==> config.mk <==
export PLATFORM = sky130hd
export DESIGN_NAME = bracket_balance_repair_unit
export DESIGN_NICKNAME = d
export VERILOG_FILES = /design/src/rtl/core/brr_pkg.sv /design/src/rtl/core/brr_ram.sv /design/src/rtl/core/brr_front.sv /design/src/rtl/core/brr_back.sv /design/src/rtl/core/bracket_balance_repair_unit.sv
export SDC_FILE = /design/constraint.sdc
export NUM_CORES = 1
export LEC_CHECK = 0
export ABC_AREA = 0
export BUFFER_PORTS_ARGS = -buffer_cell sky130_fd_sc_hd__buf_4
export CAP_MARGIN = 10
export CORE_MARGIN = 2
export CORE_UTILIZATION = 60
export CTS_CLUSTER_DIAMETER = 30
export DETAILED_ROUTE_END_ITERATION = 8
export GPL_TIMING_DRIVEN = 0
export PLACE_DENSITY = 0.86
export SYNTH_ARGS = -nofsm -noshare
export SYNTH_HDL_FRONTEND = slang
export SYNTH_SLANG_ARGS = --single-unit
==> constraint.sdc <==
create_clock -name aclk -period 4.3 [get_ports aclk]
set_input_delay 0.645 -clock aclk [delete_from_list [all_inputs] [get_ports aclk]]
set_output_delay 0.645 -clock aclk [all_outputs]
set_load 0.02 [all_outputs]
==> src/rtl/core/brr_pkg.sv <==
// Shared types and constants of the bracket balance repair unit.
// Holds the bracket characters, the command codes and the front-to-back
// command item. No dependencies.
package brr_pkg;

    localparam int DEPTH_DEF = 32;
    localparam int Q_DEPTH   = 2;
    localparam int Q_AW      = $clog2(Q_DEPTH);

    localparam logic [7:0] CH_LPAREN = 8'h28;  // (
    localparam logic [7:0] CH_RPAREN = 8'h29;  // )
    localparam logic [7:0] CH_LBRACK = 8'h5B;  // [
    localparam logic [7:0] CH_RBRACK = 8'h5D;  // ]
    localparam logic [7:0] CH_LBRACE = 8'h7B;  // {
    localparam logic [7:0] CH_RBRACE = 8'h7D;  // }

    // bracket kind as stored on the stack
    localparam logic [1:0] BK_PAREN = 2'd0;
    localparam logic [1:0] BK_BRACK = 2'd1;
    localparam logic [1:0] BK_BRACE = 2'd2;

    // command codes from the front part
    localparam logic [1:0] CMD_CHAR  = 2'd0;
    localparam logic [1:0] CMD_OPEN  = 2'd1;
    localparam logic [1:0] CMD_CLOSE = 2'd2;
    localparam logic [1:0] CMD_END   = 2'd3;

    typedef struct packed {
        logic [1:0] kind;
        logic [1:0] bkind;
        logic [7:0] ch;
    } cmd_t;

endpackage

==> src/rtl/core/brr_ram.sv <==
// Generic single-write, single-read RAM with registered read data.
// No dependencies.
module brr_ram #(
    parameter int WIDTH = 2,
    parameter int DEPTH = 32
) (
    input  logic                     aclk,
    input  logic                     we,
    input  logic [$clog2(DEPTH)-1:0] waddr,
    input  logic [WIDTH-1:0]         wdata,
    input  logic [$clog2(DEPTH)-1:0] raddr,
    output logic [WIDTH-1:0]         rdata
);

    logic [WIDTH-1:0] mem [DEPTH];

    always_ff @(posedge aclk) begin
        if (we) begin
            mem[waddr] <= wdata;
        end
        rdata <= mem[raddr];
    end

endmodule

==> src/rtl/core/brr_front.sv <==
// Front part: accepts input items, classifies each character and queues a
// command for the back part. Depends on brr_pkg.
module brr_front (
    input  logic          aclk,
    input  logic          aresetn,
    input  logic          s_tvalid,
    output logic          s_tready,
    input  logic [7:0]    s_tdata,   // [7:0] char_in
    input  logic          s_tuser,   // [0] op
    output logic          cmd_valid,
    input  logic          cmd_ready,
    output brr_pkg::cmd_t cmd
);
    import brr_pkg::*;

    cmd_t             q_reg [Q_DEPTH];
    logic [Q_AW-1:0]  wr_ptr_reg, wr_ptr_next;
    logic [Q_AW-1:0]  rd_ptr_reg, rd_ptr_next;
    logic [Q_AW:0]    fill_reg, fill_next;
    cmd_t             cls;
    logic             push, pop;

    always_comb begin
        cls.ch    = s_tdata;
        cls.kind  = CMD_CHAR;
        cls.bkind = BK_PAREN;
        if (s_tuser) begin
            cls.kind = CMD_END;
        end else begin
            unique case (s_tdata)
                CH_LPAREN: begin cls.kind = CMD_OPEN;  cls.bkind = BK_PAREN; end
                CH_LBRACK: begin cls.kind = CMD_OPEN;  cls.bkind = BK_BRACK; end
                CH_LBRACE: begin cls.kind = CMD_OPEN;  cls.bkind = BK_BRACE; end
                CH_RPAREN: begin cls.kind = CMD_CLOSE; cls.bkind = BK_PAREN; end
                CH_RBRACK: begin cls.kind = CMD_CLOSE; cls.bkind = BK_BRACK; end
                CH_RBRACE: begin cls.kind = CMD_CLOSE; cls.bkind = BK_BRACE; end
                default:   cls.kind = CMD_CHAR;
            endcase
        end
    end

    assign s_tready  = (fill_reg != (Q_AW+1)'(Q_DEPTH));
    assign cmd_valid = (fill_reg != '0);
    assign cmd       = q_reg[rd_ptr_reg];
    assign push      = s_tvalid && s_tready;
    assign pop       = cmd_valid && cmd_ready;

    always_comb begin
        wr_ptr_next = wr_ptr_reg;
        rd_ptr_next = rd_ptr_reg;
        fill_next   = fill_reg;
        if (push) begin
            wr_ptr_next = (wr_ptr_reg == Q_AW'(Q_DEPTH - 1)) ? '0 : wr_ptr_reg + 1'b1;
        end
        if (pop) begin
            rd_ptr_next = (rd_ptr_reg == Q_AW'(Q_DEPTH - 1)) ? '0 : rd_ptr_reg + 1'b1;
        end
        if (push && !pop) begin
            fill_next = fill_reg + 1'b1;
        end else if (pop && !push) begin
            fill_next = fill_reg - 1'b1;
        end
    end

    always_ff @(posedge aclk) begin
        if (!aresetn) begin
            wr_ptr_reg <= '0;
            rd_ptr_reg <= '0;
            fill_reg   <= '0;
        end else begin
            wr_ptr_reg <= wr_ptr_next;
            rd_ptr_reg <= rd_ptr_next;
            fill_reg   <= fill_next;
        end
    end

    always_ff @(posedge aclk) begin
        if (push) begin
            q_reg[wr_ptr_reg] <= cls;
        end
    end

endmodule

==> src/rtl/core/brr_back.sv <==
// Back part: runs queued commands against the bracket stack, keeps the
// repair count and overflow flag, and drives the output register.
// Depends on brr_pkg and brr_ram.
module brr_back #(
    parameter int DEPTH = brr_pkg::DEPTH_DEF
) (
    input  logic          aclk,
    input  logic          aresetn,
    input  logic          cmd_valid,
    output logic          cmd_ready,
    input  brr_pkg::cmd_t cmd,
    output logic          m_tvalid,
    input  logic          m_tready,
    output logic [31:0]   m_tdata,   // [7:0] char_out, [8] is_balanced,
                                     // [24:9] repair_count, [25] overflow
    output logic          m_tuser,   // [0] is_status
    output logic          m_tlast
);
    import brr_pkg::*;

    localparam int AW    = $clog2(DEPTH);
    localparam int CNT_W = $clog2(DEPTH + 1);

    localparam logic [1:0] ST_IDLE   = 2'd0;
    localparam logic [1:0] ST_POP_RD = 2'd1;
    localparam logic [1:0] ST_POP_EV = 2'd2;
    localparam logic [1:0] ST_STATUS = 2'd3;

    logic [1:0]       state_reg, state_next;
    logic [CNT_W-1:0] cnt_reg, cnt_next;
    logic [CNT_W-1:0] kcnt_reg [3];
    logic [CNT_W-1:0] kcnt_next [3];
    logic [15:0]      rep_reg, rep_next, rep_sat;
    logic             ovf_reg, ovf_next;
    logic             flush_reg, flush_next;
    logic [1:0]       tgt_reg, tgt_next;
    logic [7:0]       ch_reg, ch_next;

    logic             out_valid_reg, out_valid_next;
    logic [7:0]       out_ch_reg;
    logic             out_status_reg, out_bal_reg, out_last_reg;
    logic [15:0]      out_rep_reg;
    logic             out_ovf_reg;

    logic             can_emit, emit;
    logic [7:0]       e_ch;
    logic             e_status, e_bal, e_last;
    logic             push_en, pop_en;
    logic [2:0]       kind_live;
    logic [1:0]       rd_kind;
    logic             we;

    function automatic logic [7:0] close_char(input logic [1:0] k);
        logic [7:0] c;
        unique case (k)
            BK_BRACK: c = CH_RBRACK;
            BK_BRACE: c = CH_RBRACE;
            default:  c = CH_RPAREN;
        endcase
        return c;
    endfunction

    brr_ram #(.WIDTH(2), .DEPTH(DEPTH)) u_stack (
        .aclk  (aclk),
        .we    (we),
        .waddr (AW'(cnt_reg)),
        .wdata (cmd.bkind),
        .raddr (AW'(cnt_reg - CNT_W'(1))),
        .rdata (rd_kind)
    );

    assign can_emit = !out_valid_reg || m_tready;
    assign rep_sat  = (rep_reg != 16'hFFFF) ? rep_reg + 16'd1 : rep_reg;
    assign we       = push_en;

    always_comb begin
        for (int i = 0; i < 3; i++) begin
            kind_live[i] = (kcnt_reg[i] != '0);
        end
    end

    always_comb begin
        state_next = state_reg;
        cnt_next   = cnt_reg;
        rep_next   = rep_reg;
        ovf_next   = ovf_reg;
        flush_next = flush_reg;
        tgt_next   = tgt_reg;
        ch_next    = ch_reg;
        cmd_ready  = 1'b0;
        emit       = 1'b0;
        e_ch       = ch_reg;
        e_status   = 1'b0;
        e_bal      = 1'b0;
        e_last     = 1'b0;
        push_en    = 1'b0;
        pop_en     = 1'b0;

        unique case (state_reg)
            ST_IDLE: begin
                cmd_ready = can_emit;
                if (cmd_valid && can_emit) begin
                    ch_next  = cmd.ch;
                    tgt_next = cmd.bkind;
                    unique case (cmd.kind)
                        CMD_OPEN: begin
                            if (cnt_reg < CNT_W'(DEPTH)) begin
                                push_en  = 1'b1;
                                cnt_next = cnt_reg + 1'b1;
                            end else begin
                                ovf_next = 1'b1;
                            end
                            emit   = 1'b1;
                            e_ch   = cmd.ch;
                            e_last = 1'b1;
                        end
                        CMD_CLOSE: begin
                            if (kind_live[cmd.bkind]) begin
                                // stack top is being read this cycle
                                flush_next = 1'b0;
                                state_next = ST_POP_EV;
                            end else begin
                                rep_next = rep_sat;
                                emit     = 1'b1;
                                e_ch     = cmd.ch;
                                e_last   = 1'b1;
                            end
                        end
                        CMD_END: begin
                            if (cnt_reg != '0) begin
                                flush_next = 1'b1;
                                state_next = ST_POP_EV;
                            end else begin
                                emit     = 1'b1;
                                e_ch     = 8'd0;
                                e_status = 1'b1;
                                e_bal    = (rep_reg == 16'd0);
                                e_last   = 1'b1;
                            end
                        end
                        default: begin
                            emit   = 1'b1;
                            e_ch   = cmd.ch;
                            e_last = 1'b1;
                        end
                    endcase
                end
            end
            ST_POP_RD: begin
                state_next = ST_POP_EV;
            end
            ST_POP_EV: begin
                if (can_emit) begin
                    pop_en   = 1'b1;
                    cnt_next = cnt_reg - 1'b1;
                    emit     = 1'b1;
                    if (!flush_reg && (rd_kind == tgt_reg)) begin
                        // matching opener reached: echo the closer
                        e_ch       = ch_reg;
                        e_last     = 1'b1;
                        state_next = ST_IDLE;
                    end else begin
                        rep_next = rep_sat;
                        e_ch     = close_char(rd_kind);
                        if (flush_reg && (cnt_reg == CNT_W'(1))) begin
                            state_next = ST_STATUS;
                        end else begin
                            state_next = ST_POP_RD;
                        end
                    end
                end
            end
            default: begin
                if (can_emit) begin
                    emit       = 1'b1;
                    e_ch       = 8'd0;
                    e_status   = 1'b1;
                    e_bal      = (rep_reg == 16'd0);
                    e_last     = 1'b1;
                    state_next = ST_IDLE;
                end
            end
        endcase
    end

    // per-kind occupancy counters
    always_comb begin
        for (int i = 0; i < 3; i++) begin
            kcnt_next[i] = kcnt_reg[i];
            if (push_en && (cmd.bkind == 2'(i))) begin
                kcnt_next[i] = kcnt_reg[i] + 1'b1;
            end else if (pop_en && (rd_kind == 2'(i))) begin
                kcnt_next[i] = kcnt_reg[i] - 1'b1;
            end
        end
    end

    always_comb begin
        out_valid_next = out_valid_reg;
        if (emit) begin
            out_valid_next = 1'b1;
        end else if (m_tready) begin
            out_valid_next = 1'b0;
        end
    end

    always_ff @(posedge aclk) begin
        if (!aresetn) begin
            state_reg     <= ST_IDLE;
            cnt_reg       <= '0;
            rep_reg       <= '0;
            ovf_reg       <= 1'b0;
            out_valid_reg <= 1'b0;
            for (int i = 0; i < 3; i++) begin
                kcnt_reg[i] <= '0;
            end
        end else begin
            state_reg     <= state_next;
            cnt_reg       <= cnt_next;
            rep_reg       <= rep_next;
            ovf_reg       <= ovf_next;
            out_valid_reg <= out_valid_next;
            for (int i = 0; i < 3; i++) begin
                kcnt_reg[i] <= kcnt_next[i];
            end
        end
    end

    always_ff @(posedge aclk) begin
        flush_reg <= flush_next;
        tgt_reg   <= tgt_next;
        ch_reg    <= ch_next;
        if (emit) begin
            out_ch_reg     <= e_ch;
            out_status_reg <= e_status;
            out_bal_reg    <= e_bal;
            out_last_reg   <= e_last;
            out_rep_reg    <= rep_next;
            out_ovf_reg    <= ovf_next;
        end
    end

    assign m_tvalid = out_valid_reg;
    assign m_tdata  = {6'd0, out_ovf_reg, out_rep_reg, out_bal_reg, out_ch_reg};
    assign m_tuser  = out_status_reg;
    assign m_tlast  = out_last_reg;

endmodule

==> src/rtl/core/bracket_balance_repair_unit.sv <==
// Bracket balance repair unit: streams characters in and a repaired copy
// out so that the brackets ( [ { balance.
//
// Input channel s_: one item per character (s_tuser low) or an end of
// expression (s_tuser high). Output channel m_: one item per emitted
// character; an end item finishes with a status item (m_tuser high) that
// carries the balance flag. m_tlast marks the last result of each input.
// The repair count and the sticky overflow flag ride on every result.
//
// A result passes through the two-entry command queue and then the
// output register. Ordinary characters and openers are handled in the
// idle state. A closer that unwinds the stack, and an end item that
// flushes it, pop one entry at a time: the stack RAM has a registered
// read and the next top is read after each pop.
// Reset empties the stack and clears the count and flag. When the receiver
// stalls, the output register holds its item, the back part stops, and the
// queue takes up to two more input items before s_tready drops.
// Depends on brr_pkg, brr_front, brr_back and brr_ram.
module bracket_balance_repair_unit #(
    parameter int DEPTH = brr_pkg::DEPTH_DEF
) (
    input  logic        aclk,
    input  logic        aresetn,
    input  logic        s_tvalid,
    output logic        s_tready,
    input  logic [7:0]  s_tdata,   // [7:0] char_in
    input  logic        s_tuser,   // [0] op
    output logic        m_tvalid,
    input  logic        m_tready,
    output logic [31:0] m_tdata,   // [7:0] char_out, [8] is_balanced,
                                   // [24:9] repair_count, [25] overflow
    output logic        m_tuser,   // [0] is_status
    output logic        m_tlast
);
    import brr_pkg::*;

    cmd_t cmd;
    logic cmd_valid;
    logic cmd_ready;

    brr_front u_front (
        .aclk      (aclk),
        .aresetn   (aresetn),
        .s_tvalid  (s_tvalid),
        .s_tready  (s_tready),
        .s_tdata   (s_tdata),
        .s_tuser   (s_tuser),
        .cmd_valid (cmd_valid),
        .cmd_ready (cmd_ready),
        .cmd       (cmd)
    );

    brr_back #(.DEPTH(DEPTH)) u_back (
        .aclk      (aclk),
        .aresetn   (aresetn),
        .cmd_valid (cmd_valid),
        .cmd_ready (cmd_ready),
        .cmd       (cmd),
        .m_tvalid  (m_tvalid),
        .m_tready  (m_tready),
        .m_tdata   (m_tdata),
        .m_tuser   (m_tuser),
        .m_tlast   (m_tlast)
    );

endmodule
==> summary.md, run 1 <==
| Metric | Value |
|---|---|
| Final hold viol count | `0` |
| Fmax | `255 MHz` |
| Leakage Power | `~3.5 nW` |
| Syn Inst Count | `670` |
| Buf/Inv on CP | `4` |
| Area Overhead vs Synth | `13.7%` |
| Worst Hold Class | `in -> reg` |
| Number of max-cap violations | `0` |
| CTS HTree Levels | `4` |
| Kind of start point of the critical path | `flop` |
| Yosys reg bits | `between 150 and 200` |
| Crit-path slowest cell | `clkbuf_1` |
| Grt ovf | `0` |
| Vias per Instance | `5.97` |
| Post-place setup slack | `418 ps` |
| Max reg flops | `64` |
| Gpl congestion | `0.910` |
| Yosys top cell area share | `44.9%` |
| CTS resizes | `0` |
| Share of cells above drive strength 1 | `20.3%` |
| Synth cell types | `70` |
| Initial Utilization | `61.2%` |
| Ys flop type | `edfxtp_1` |
| Detailed placer's ending HPWL | `about 12 mm` |
| Mapped Area | `0.00850 mm^2` |
| TritonCTS clock tree | `done` |
| Clk buf depth | `2` |
| Final Cell Area | `0.00966 mm^2` |
| CTS hold repair buffers | `0` |
| Setup WS post-layout | `384 ps` |
| Hold path cells | `1` |
| Crit path max-delay family | `buffers and inverters` |
| WP depth | `8` |
| Residual DRC count | `0` |
| Yosys warnings | `0` |
| Final net count | `around 780` |
| Post-synthesis sequential area ratio | `a little under three fifths` |
| Clock-pin slew on the worst setup and hold paths | `70 ps` |
| Vias in the first global route | `5,482` |
| Antenna Cells | `0` |
| Arr. time, crit path | `4230 ps` |
| Pin count of the biggest net entering global routing | `37` |
| Worst stage delay on the critical path | `590 ps` |
| Global-route wire length before repair | `between 20 and 30 mm` |
| Final period util | `91.1%` |
| Buffers on Ports | `41` |
| Worst-Margin Slew | `~1200 ps` |
| Final min period | `3920 ps` |
| Die ar. | `0.0151 mm^2` |
| Clk root buf | `clkbuf_16` |
| Total setup buffers inserted after CTS | `0` |
| WP data required | `4610 ps` |
| PwrDens | `706 mW/mm^2` |
| Skew-Pair Late Insertion Delay | `440 ps` |
| RSZ-0062 raised after global routing | `no` |
| Remaining antenna violation count | `0` |
| Core area | `0.0139 mm^2` |
| # IOs | `49` |
| Ranking of synthesized cells by area | `edfxtp_1 (45%), dfxtp_1 (12%), mux4_2 (5.3%)` |
| Wire length per cell | `18.6 um` |
| Dpl cell area | `between 0.009 and 0.01 mm^2` |
| Clock skew | `12.7 ps` |
| Rows | `43` |
| Clock tree sinks | `178` |
| Die Span X | `123 um` |
| Slew headroom | `about a fifth` |
| Die H | `123 um` |
| Max FO, Critical Path | `10` |
| Cell Chain, Critical Path | `buf_1 > inv_1 > ha_1 > clkbuf_1 > clkbuf_1 > mux4_2 > mux4_2 > mux2_2` |
| Status | `completed` |
| CP Capture Type | `flop` |
| Max Slew Vio Count | `0` |
| Via Count | `5,537` |
| Final Setup Violations | `0` |
| Post-synth top area cell | `edfxtp_1` |
| Initial antenna violation count | `0` |
| Worst Reg-to-Reg Cells | `8` |
| Starting DRT DRC Count | `595` |
| Drt pass-1 iters | `7` |
| Setup TNS | `0 ps` |
| Gr usage total | `23.9%` |
| Final wirelength | `between 15 and 20 mm` |
| Peak VDD IR | `0.000390 V` |
| Mean Syn Cell Area | `12.7 um^2` |
| Cts bufs inserted | `17` |
| Asr flop ratio synth | `0%` |
| Post-synth EDFFs | `approximately 130` |
| Setup CP Type | `reg -> reg` |
==> through the flow <==
step / hold slack (ps) / power, mW / util [%] / std cells
2_1_floorplan: 472 / 4.48 / - / 675
3_3_place_gp: 482 / 5.10 / 65.2 / 896
3_5_place_dp: 498 / 5.23 / 65.2 / 896
4_1_cts: 385 / 6.83 / 69.6 / 928
5_1_grt: 395 / 7.15 / 69.6 / 928
6_report: 394 / 6.82 / 69.6 / 928
==> power breakdown <==
part / internal (mW) / switching (mW)
logic: 1.14 / 1.57
registers: 2.34 / 0.177
clock network: 0.917 / 0.674
==> final cells by class <==
type                       instances  area (um^2)
clock inverter                    12          143
clock buffer                      20          468
timing repair buffer              41          308
inverter                          23         86.3
buffer                            36          198
tap                              180          225
multi-input combinational        438         3400
sequential                       178         4830
fill                             946         4220
==> cells by family after synthesis <==
logic type / share of synthesized area (%)
AO/OA/AOI/OAI: 6.36
XOR/XNOR: 4.02
adder cells (fa/ha/maj): 4.39
buffers and inverters: 3.34
flip-flops: 56.9
multiplexers: 10.3
other: 0.0441
AND/OR/NAND/NOR: 14.7
==> per-layer routing <==
metal	track usage [%]	share of wire, %
met3	4.20	5.0
met4	9.16	1.6
met1	30.6	42
met2	40.6	52
met5	0	0
==> final timing paths <==
| path | start | endpoint | slack, ps |
|---|---|---|---|
| max reg2reg | u_back.cnt_reg[0] | u_back.u_stack.rdata[1] | 380 |
| max | u_back.cnt_reg[0] | u_back.u_stack.rdata[1] | 380 |
| min reg2reg | u_back.rep_reg[1] | u_back.rep_reg[1] | 520 |
| min | s_tdata[7] | u_front.q_reg[0][7] | 390 |
==> synthesized netlist by cell type, types with 10 or more instances <==
| cell | count |
|---|---|
| edfxtp_1 | 127 |
| nor2_1 | 82 |
| dfxtp_1 | 51 |
| nand2_1 | 43 |
| ha_1 | 25 |
| mux2i_1 | 25 |
| xnor2_1 | 21 |
| a21oi_1 | 20 |
| inv_1 | 20 |
| mux4_2 | 20 |
| clkbuf_1 | 18 |
| xor2_1 | 18 |
| nand3_1 | 16 |
| nand2b_1 | 14 |
| mux2_2 | 12 |
| nor3_1 | 11 |
| o21ai_0 | 10 |
==> layout by cell type, fill, tap and decap left out, drive strengths merged, types with 20 or more instances in the layout <==
master | netlist | final
mux2i | 27 | 27
mux4 | 20 | 20
inv | 22 | 27
clkbuf | 19 | 39
nor2 | 83 | 83
ha | 25 | 25
edfxtp | 127 | 127
a21oi | 21 | 21
buf | 17 | 58
dfxtp | 51 | 51
xnor2 | 21 | 21
nand2 | 43 | 43
Note: power is estimated with default switching activity, not from simulation.
==> run 2, diff against run 1 <==
--- a/config.mk
+++ b/config.mk
@@ -8,12 +8,14 @@
 export ABC_AREA = 0
 export BUFFER_PORTS_ARGS = -buffer_cell sky130_fd_sc_hd__buf_4
 export CAP_MARGIN = 10
+export CELL_PAD_IN_SITES_DETAIL_PLACEMENT = 2
+export CELL_PAD_IN_SITES_GLOBAL_PLACEMENT = 2
 export CORE_MARGIN = 2
-export CORE_UTILIZATION = 60
+export CORE_UTILIZATION = 43
 export CTS_CLUSTER_DIAMETER = 30
 export DETAILED_ROUTE_END_ITERATION = 8
 export GPL_TIMING_DRIVEN = 0
-export PLACE_DENSITY = 0.86
+export PLACE_DENSITY = 0.87
 export SYNTH_ARGS = -nofsm -noshare
 export SYNTH_HDL_FRONTEND = slang
 export SYNTH_SLANG_ARGS = --single-unit
==> summary.md, run 2 (synthesis gave the netlist of run 1 again) <==
| Metric | Value |
|---|---|
| Status | `completed` |
| Remaining antenna violation count | `0` |
| Setup CP Type | `reg -> reg` |
| Starting DRT DRC Count | `approximately 380` |
| Hold EP | `u_front.q_reg[1][7]` |
| CTS hold repair buffers | `0` |
| Crit path max-delay family | `simple AND/OR/NAND/NOR gates` |
| Hold Path Origin | `s_tdata[7]` |
| Rows | `51` |
| Skew-Pair Late Insertion Delay | `440 ps` |
| CTS HTree Levels | `4` |
| Vias per Instance | `5.61` |
| Max reg flops | `64` |
| Share of cells above drive strength 1 | `20.6%` |
| Buf/Inv on CP | `2` |
| Final net count | `777` |
| Total setup buffers inserted after CTS | `0` |
| Die ar. | `0.0209 mm^2` |
| Vias in the first global route | `6,480` |
| Detailed placer's ending HPWL | `~17 mm` |
| WP data required | `around 4600 ps` |
| PwrDens | `734 mW/mm^2` |
| R2R Path End | `u_back.kcnt_reg[0][11]` |
| Clock-pin slew on the worst setup and hold paths | `70 ps` |
| Clock skew | `16.1 ps` |
| Gr usage total | `25.5%` |
| Post-Layout Cell Count | `1,014` |
| Setup TNS | `0 ps` |
| Worst-Margin Slew | `1010 ps` |
| Gpl congestion | `between 0.8 and 0.9` |
| Worst R2R Setup Slack | `470 ps` |
| Die H | `between 100 and 150 um` |
| Fillers | `1,893` |
| Placed cells | `slightly below 1,000` |
| Leading cell type in the layout, fill and taps excluded | `edfxtp_1` |
| Global-route wire length before repair | `between 30 and 40 mm` |
| Worst Hold Class | `in -> reg` |
| Final Setup Violations | `0` |
| Final wirelength | `25.2 mm` |
| Residual DRC count | `0` |
| Leakage Power | `3.56 nW` |
| Final period util | `89.0%` |
| Area Overhead vs Synth | `15.2%` |
| Clk root buf | `clkbuf_16` |
| Fmax | `~260 MHz` |
| Number of max-cap violations | `0` |
| Die Span X | `~140 um` |
| Crit-path slowest cell | `nor4_4` |
| Worst stage delay on the critical path | `between 500 and 600 ps` |
| Arr. time, crit path | `4130 ps` |
| Multi-input combinational cell area | `0.00340 mm^2` |
| Initial Utilization | `43.8%` |
| Cell Chain, Critical Path | `clkbuf_1 > nor4_4 > buf_2 > nand4_1 > ha_1 > a21oi_1 > nand2_1 > a31oi_1 > mux2i_1 > xnor2_1 > nor2_1` |
| Wire length per cell | `around 25 um` |
| Most frequent cells in the layout | `edfxtp_1 (127), nor2_1 (82), dfxtp_1 (51)` |
| Drt pass-1 iters | `4` |
| Initial antenna violation count | `0` |
| Buffers on Ports | `41` |
| Pin count of the biggest net entering global routing | `37` |
| Clock tree sinks | `between 150 and 200` |
| Finished Core Util | `50.5%` |
| Cts bufs inserted | `17` |
| Final min period | `3830 ps` |
| Antenna Cells | `0` |
| Overall power | `7.19 mW` |
| Slew headroom | `32.8%` |
| Hold path cells | `1` |
| Clk buf depth | `2` |
| Max Slew Vio Count | `0` |
| Worst Reg-to-Reg Cells | `11` |
| TritonCTS clock tree | `done` |
| Worst r2r src | `u_back.state_reg[0]` |
| CP Capture Type | `flop` |
| Max FO, Critical Path | `19` |
| Peak VDD IR | `0.000351 V` |
| Kind of start point of the critical path | `flop` |
| RSZ-0062 raised after global routing | `no` |
| Via Count | `5,687` |
| Grt ovf | `0` |
| Final hold viol count | `0` |
| FF/Latch Area | `0.00483 mm^2` |
| # IOs | `49` |
| CTS resizes | `0` |
| Core area | `approximately 0.019 mm^2` |
## run 2: cell count changes in the layout (fill, tap and decap cells not counted), sizes merged
cell / delta
clkbuf: -3
clkinv: +3
buf: +1
bufinv: +1
clkinvlp: -1
## run 2: layout make-up
cell class | instances | area share (%)
Timing Repair Buffer | 42 | 3.43
Inverter | 23 | 0.882
Tap cell | 265 | 3.39
Clock inverter | 15 | 1.81
Buffer | 36 | 2.03
Sequential cell | 178 | 49.4
Clock buffer | 17 | 4.35
Multi-Input combinational cell | 438 | 34.7
## run 2: per-stage QoR
step / hold slack (ps) / area [um^2] / setup slack [ps]
global route: 385 / 9790 / 223
floorplan: 472 / 8520 / 1150
finish: 401 / 9790 / 473
global placement: 483 / 9160 / 491
CTS: 380 / 9760 / 172
detailed placement: 506 / 9160 / 251
## run 2: worst max path at each step
stage / slack (ps) / endpoint / cells after the start / startpoint
2_1_floorplan: 1150 / u_back.kcnt_reg[0][11] / 12 / m_tready
3_3_place_gp: 490 / u_back.kcnt_reg[0][5] / 13 / m_tready
3_5_place_dp: 250 / u_back.kcnt_reg[0][5] / 13 / m_tready
4_1_cts: 170 / u_back.u_stack.rdata[1] / 8 / u_back.cnt_reg[0]
5_1_grt: 220 / u_back.kcnt_reg[0][11] / 11 / u_back.state_reg[0]
6_report: 470 / u_back.kcnt_reg[0][11] / 11 / u_back.state_reg[0]
## run 2: report_power, final
part	internal (mW)	switching [mW]	leakage (nW)
sequential	2.34	0.221	1.59
clock	0.920	0.708	0.292
combinational	1.20	1.80	1.68
total	4.46	2.73	3.56
## run 2: per-layer routing
metal | GRT usage [%] | vias up | share of wire [%]
met3 | 4.87 | 48 | 3.1
met5 | 0 | - | 0
met4 | 8.58 | 0 | 2.7
li1 | - | 2590 | -
met2 | 45.9 | 134 | 53
met1 | 30.5 | 2915 | 41
## run 2: worst register-to-register path, cell delays in order (launching register included)
cell and delay (ps):
dfxtp_1 330, clkbuf_1 290, nor4_4 580, buf_2 520, nand4_1 480, ha_1 490
a21oi_1 170, nand2_1 120, a31oi_1 230, mux2i_1 270, xnor2_1 160, nor2_1 60
